$ cat src/cpbps_pkg.sv
// Shared constants and types for the closest pair between point sets unit.
package cpbps_pkg;

    localparam int MAX_REFS    = 1024;
    localparam int MAX_QUERIES = 65536;
    localparam int DIMENSIONS  = 3;

    localparam int COORD_W   = 16;
    localparam int REF_AW    = $clog2(MAX_REFS);
    localparam int REF_CW    = $clog2(MAX_REFS + 1);
    localparam int QUERY_W   = 16;
    localparam int REF_IDX_W = 10;
    localparam int SQ_W      = 2 * COORD_W;
    localparam int DIST_W    = 34;
    localparam int BEST_W    = DIST_W + 1;
    localparam int ROOT_W    = DIST_W / 2;
    localparam int POINT_W   = DIMENSIONS * COORD_W;

    localparam logic [QUERY_W-1:0] QUERY_LIMIT =
        (MAX_QUERIES - 1 < 65535) ? QUERY_W'(MAX_QUERIES - 1) : {QUERY_W{1'b1}};
    localparam logic [BEST_W-1:0] BEST_NONE = {BEST_W{1'b1}};
    localparam logic [REF_CW-1:0] REF_FULL  = REF_CW'(MAX_REFS);

    localparam logic CMD_LOAD  = 1'b0;
    localparam logic CMD_QUERY = 1'b1;

    typedef enum logic [2:0] {
        ST_IDLE,
        ST_SCAN,
        ST_DRAIN,
        ST_ROOT,
        ST_EMIT
    } t_state;

endpackage

$ cat src/cpbps_isqrt.sv
// Bit-serial integer square root, one result bit per cycle.
module cpbps_isqrt (
    input  logic                        i_clk,
    input  logic                        i_rst_n,
    input  logic                        i_start,
    input  logic [cpbps_pkg::DIST_W-1:0] i_value,
    output logic                        o_done,
    output logic [cpbps_pkg::ROOT_W-1:0] o_root
);
    import cpbps_pkg::*;

    localparam int CNT_W = $clog2(ROOT_W);

    logic              r_busy;
    logic              r_done;
    logic [CNT_W-1:0]  r_cnt;
    logic [DIST_W-1:0] r_val;
    logic [ROOT_W:0]   r_rem;
    logic [ROOT_W-1:0] r_root;

    logic [ROOT_W+2:0] rem_sh;
    logic [ROOT_W+2:0] trial;
    logic              take;

    // Bring down the next two bits and try to subtract 4*root + 1.
    assign rem_sh = {r_rem, r_val[DIST_W-1 -: 2]};
    assign trial  = {1'b0, r_root, 2'b01};
    assign take   = (rem_sh >= trial);

    always_ff @(posedge i_clk) begin
        if (!i_rst_n) begin
            r_busy <= 1'b0;
            r_done <= 1'b0;
            r_cnt  <= '0;
        end else begin
            r_done <= 1'b0;
            if (i_start) begin
                r_busy <= 1'b1;
                r_cnt  <= CNT_W'(ROOT_W - 1);
            end else if (r_busy) begin
                r_cnt <= r_cnt - 1'b1;
                if (r_cnt == '0) begin
                    r_busy <= 1'b0;
                    r_done <= 1'b1;
                end
            end
        end
    end

    always_ff @(posedge i_clk) begin
        if (i_start) begin
            r_val  <= i_value;
            r_rem  <= '0;
            r_root <= '0;
        end else if (r_busy) begin
            r_val  <= {r_val[DIST_W-3:0], 2'b00};
            r_rem  <= take ? (ROOT_W+1)'(rem_sh - trial) : rem_sh[ROOT_W:0];
            r_root <= {r_root[ROOT_W-2:0], take};
        end
    end

    assign o_done = r_done;
    assign o_root = r_root;

endmodule

$ cat config.mk
export PLATFORM = sky130hd
export DESIGN_NAME = cpbps_isqrt
export DESIGN_NICKNAME = d
export VERILOG_FILES = /design/src/cpbps_pkg.sv /design/src/cpbps_isqrt.sv
export SDC_FILE = /design/constraint.sdc
export NUM_CORES = 1
export LEC_CHECK = 0
export ABC_AREA = 1
export ABC_CLOCK_PERIOD_IN_PS = 3100
export BUFFER_PORTS_ARGS = -buffer_cell sky130_fd_sc_hd__buf_4
export CORE_UTILIZATION = 35
export CTS_CLUSTER_SIZE = 12
export DETAILED_ROUTE_END_ITERATION = 7
export PLACE_DENSITY_LB_ADDON = 0.05
export SYNTH_ARGS = -nofsm -noshare
export SYNTH_HDL_FRONTEND = slang
export SYNTH_SLANG_ARGS = --single-unit
$ cat constraint.sdc
create_clock -name i_clk -period 3.1 [get_ports i_clk]
set_input_delay 0.93 -clock i_clk [delete_from_list [all_inputs] [get_ports i_clk]]
set_output_delay 0.93 -clock i_clk [all_outputs]
set_load 0.05 [all_outputs]
---- Yosys cells after proc, flatten, opt, wreduce, memory -nomap -nowiden ----
Index checks and enable logic that the tools add are counted.
storage, ports and cells
  bits in registers ....................... 76
  bits in latches ......................... 0
  RAM bits ................................ 0
  bits in read-only memories .............. 0
  memories kept ........................... 0
operators by class
  $add $sub $neg .......................... 2
  multiply operators ...................... 0
  divide/modulo/power cells ............... 0
  $lt $le $gt $ge ......................... 1
  equality and inequality tests ........... 0
  shift-type cells ........................ 0
  multiplexer cells ....................... 9
  bitwise gates (word level) .............. 2
  reduce and logical (&&, ||, !) cells .... 4
operators with widths
  operator                                                             count
  34-bit 2-to-1 mux                                                    2
  20-bit by 19-bit >= comparator with 1-bit output                     1
  18-bit 2-to-1 mux                                                    1
  18-bit subtractor                                                    1
  5-bit 2-to-1 mux                                                     2
  5-bit zero test                                                      1
  5-bit by 1-bit subtractor with 5-bit output (second input constant)  1
  1-bit 2-to-1 mux                                                     4
  3-bit OR reduction                                                   1
  1-bit inverter                                                       2
  2-bit nonzero test                                                   1
  2-bit OR reduction                                                   1

---- Longest topological paths before layout ----
  word-level depth ........................ 4
  gate-level depth with buffers ........... 15

---- Least setup slack after synthesis ----
OpenSTA, ideal clock, no wires.
  path kind ............................... input to register
  start point ............................. input port i_start
  end point ............................... register r_val[0], enable pin
  arrival ................................. 2.276 ns
  required time ........................... 2.688 ns
  slack ................................... 0.413 ns
  stages .................................. 3
  path buffers ............................ 1
  path through ............................ nor2_1 clkinv_1 clkbuf_1
between the ends
  cells in the longest elaborated chain, start to end .. 1
RTL lines
  what                                 line               RTL
  start, declared                      cpbps_isqrt.sv:5   input logic i_start,
  2-bit nonzero test (no source line)  n/a
  end signal, assigned                 cpbps_isqrt.sv:52  r_val <= i_value;
  end signal, assigned                 cpbps_isqrt.sv:56  r_val <= {r_val[DIST_W-3:0], 2'b00};
  end, declared                        cpbps_isqrt.sv:17  logic [DIST_W-1:0] r_val;
No other way between the ends.
A chain may end at the register's enable or synchronous reset.

---- Worst setup path after layout ----
Ends and elaborated chain as after synthesis.

==> run_results.csv <==
group,metric,value,unit
outcome,status,"finished, final reports clean",
cts,ctsResizeCount,0,
cells_and_area,n_antenna_cell,0,
synthesis,ys_top_cells_by_count,"236 x nand2_1, 73 x inv_1, 42 x dfxtp_1, 41 x nand3_1",
timing,tightest_slew,966,ps
detailed_routing,drt-pass1-iter-count,5,
power,p_comb_share,62.0,%
detailed_routing,post-route-drc-count,0,
detailed_routing,viasPerCell,4.67,
grt,grt_pass1_wl,17800,um
cells_and_area,fin_area,5110,um2
hold_path,hp-class,"reg2reg",
synthesis,netlist_area,4290,um2
synthesis,synth_top_area_share,23.8,%
detailed_routing,drtAntennaViolNets,0,
placed_design,place_area,4830,um2
detailed_routing,finalWirelength,10200,um
timing,fin_crit,2330,ps
cts,path_clk_slew,60,ps
power,swShare,50.3,%
floorplan,die_w,113,um
synthesis,synth_edf_count,34,
power,pwr-share-clk,16.0,%
cts,cts_setup_buffers,0,
timing,skew,7.68,ps
floorplan,initial_core_util,35.8,%
cts,clkLatencyLatePin,340,ps
synthesis,synthTopCellsByArea,"edfxtp_1 24%, nand2_1 21%, dfxtp_1 20%",
grt,grt_pass1_vias,3657,
cells_and_area,fillers,1268,
timing,setup_viol,0,
grt,antenna_found_initial,0,
placed_design,gp_congestion,0.866,
cts,htreeDepth,3,
grt,grt_max_degree,52,
cells_and_area,final_nets,694,
synthesis,yosysMostFrequentCell,"nand2_1",
cells_and_area,post-route-util,42.7,%
power,powerDensity,1200,nW/um2
worst_setup_path,crit_path_start_kind,"input pin",
synthesis,avgSynthCellArea,7.37,um2
detailed_routing,avgRoutedWirePerCell,13.0,um
synthesis,yosysTopAreaCell,"edfxtp_1",
worst_setup_path,crit_type,"in2reg",
synthesis,syn_inst,582,
floorplan,core-area,12000,um2
synthesis,synth-async-reset-ratio,0,%
detailed_routing,num_vias,3678,
power,leakage,2.60,nW
worst_setup_path,critical_path_required,3160,ps
floorplan,ioPinCount,55,
worst_setup_path,cp-end-kind,"flip-flop",
floorplan,die_h,113,um
timing,rsz0062_at_grt,"no",
flow_run,drv_cap,0,
grt,grt_overflow_total,0,
cells_and_area,multi_input_area,2050,um2
cts,cts_root_buf,"clkbuf_16",
synthesis,syn-num-nets,640,
cts,clock-sinks,76,
timing,drv_slew,0,
cells_and_area,regArea,1860,um2
timing,fin_tns_setup,0,ps
timing,relSlewSlack,35.4,%
power,p_sw,3.09,mW
cts,holdBufCountCts,0,
synthesis,dominantRegCellSynth,"dfxtp_1",
cells_and_area,layout-drive-gt1-share,14.0,%
synthesis,yosysUniqueCellTypes,37,
power,intPower,3.05,mW
power,power_frac_seq,22.0,%
power,irDropWorstVdd,0.460,mV
floorplan,fp-row-count,40,
synthesis,synth-seq-cells,76,
worst_setup_path,path_max_fanout,51,
placed_design,port_buffers,54,
synthesis,synth-warning-count,0,
cts,tritoncts,"yes",
timing,hold_ws,464,ps
placed_design,dp_hpwl,7650,um
cells_and_area,syn2layout_area_growth,19.3,%
timing,max_freq,0.429,GHz
timing,hold_viol,0,
timing,fin_crit_sh,75.2,%
cts,cts_made_buffers,9,
cts,cts_max_path_buffers,2,
floorplan,dieArea,12700,um2
grt,gr-usage-all-layers,18.0,%
synthesis,seq_area_frac_synth,43.4,%
detailed_routing,drt-initial-drc-count,209,
worst_setup_path,arrival,2400,ps
through the flow:
step,power [mW],setup WS (ps),std cells
6_report,6.14,768,788
3_5_place_dp,5.13,429,772
2_1_floorplan,4.36,413,582
5_1_grt,6.76,591,788
4_1_cts,6.16,793,788
3_3_place_gp,5.14,470,772
cell usage in the layout (no fill, tap or decap), drive strengths merged, types with 4 or more instances in the layout:
master and count:
nand2 239, inv 77, buf 57, nand3 46
dfxtp 42, nor2 39, edfxtp 34, ha 21
o22ai 16, a21oi 16, clkbuf 12, nand4 10
xor2 6, o21ai 5, clkinv 4
worst max-delay path, stage by stage:
cell and delay, ps:
buf_4 150, nor2_1 730, clkinv_1 280, buf_12 280
power groups by stage:
stage / clock network, mW / logic, mW / registers [mW]
after global placement: 0 / 3.78 / 1.37
after detailed placement: 0 / 3.77 / 1.37
after CTS: 1.02 / 3.79 / 1.35
final: 0.985 / 3.81 / 1.35
after floorplan: 0 / 3.03 / 1.33
after global routing: 1.07 / 4.32 / 1.37
cell type report:
type / instances / area share, %
Multi-Input combinational cell: 413 / 40.1
Sequential cell: 76 / 36.4
Timing Repair Buffer: 57 / 8.61
Inverter: 79 / 5.80
Clock buffer: 12 / 5.02
Tap cell: 147 / 3.60
Clock inverter: 4 / 0.465
sequential cells by signal, indices dropped and copies added (netlist names):
| signal | cells |
|---|---|
| o_done | 1 |
| o_root | 17 |
| r_busy | 1 |
| r_cnt | 5 |
| r_rem | 18 |
| r_val | 34 |
routing by layer:
layer / GRT usage (%) / share of wire [%] / vias to the layer above
met5: 0 / 0 / -
met4: 8.27 / 0.97 / 0
met3: 2.75 / 3.9 / 6
met2: 27.9 / 46 / 71
met1: 24.6 / 49 / 1626
li1: - / - / 1975
final timing paths:
path / from / endpoint / slack (ps) / cells after the start
worst min register to register: r_rem[17] / r_rem[17] / 460 / 2
worst max register to register: r_busy / r_val[0] / 860 / 3
worst min-delay path: r_rem[17] / r_rem[17] / 460 / 2
worst max-delay path: i_start / r_val[0] / 770 / 4
cell families (layout without fill, tap and decap cells):
group           count (synthesis)  count (layout)  share of synthesized area (%)
buf+inv                        93             152                           8.76
flops                          76              76                           43.4
simple gates                  342             342                           34.2
fa+ha+maj                      21              21                           6.13
compound gates                 42              42                           5.84
xor+xnor                        8               8                           1.63
No activity file was read; power rests on OpenSTA's default activity.
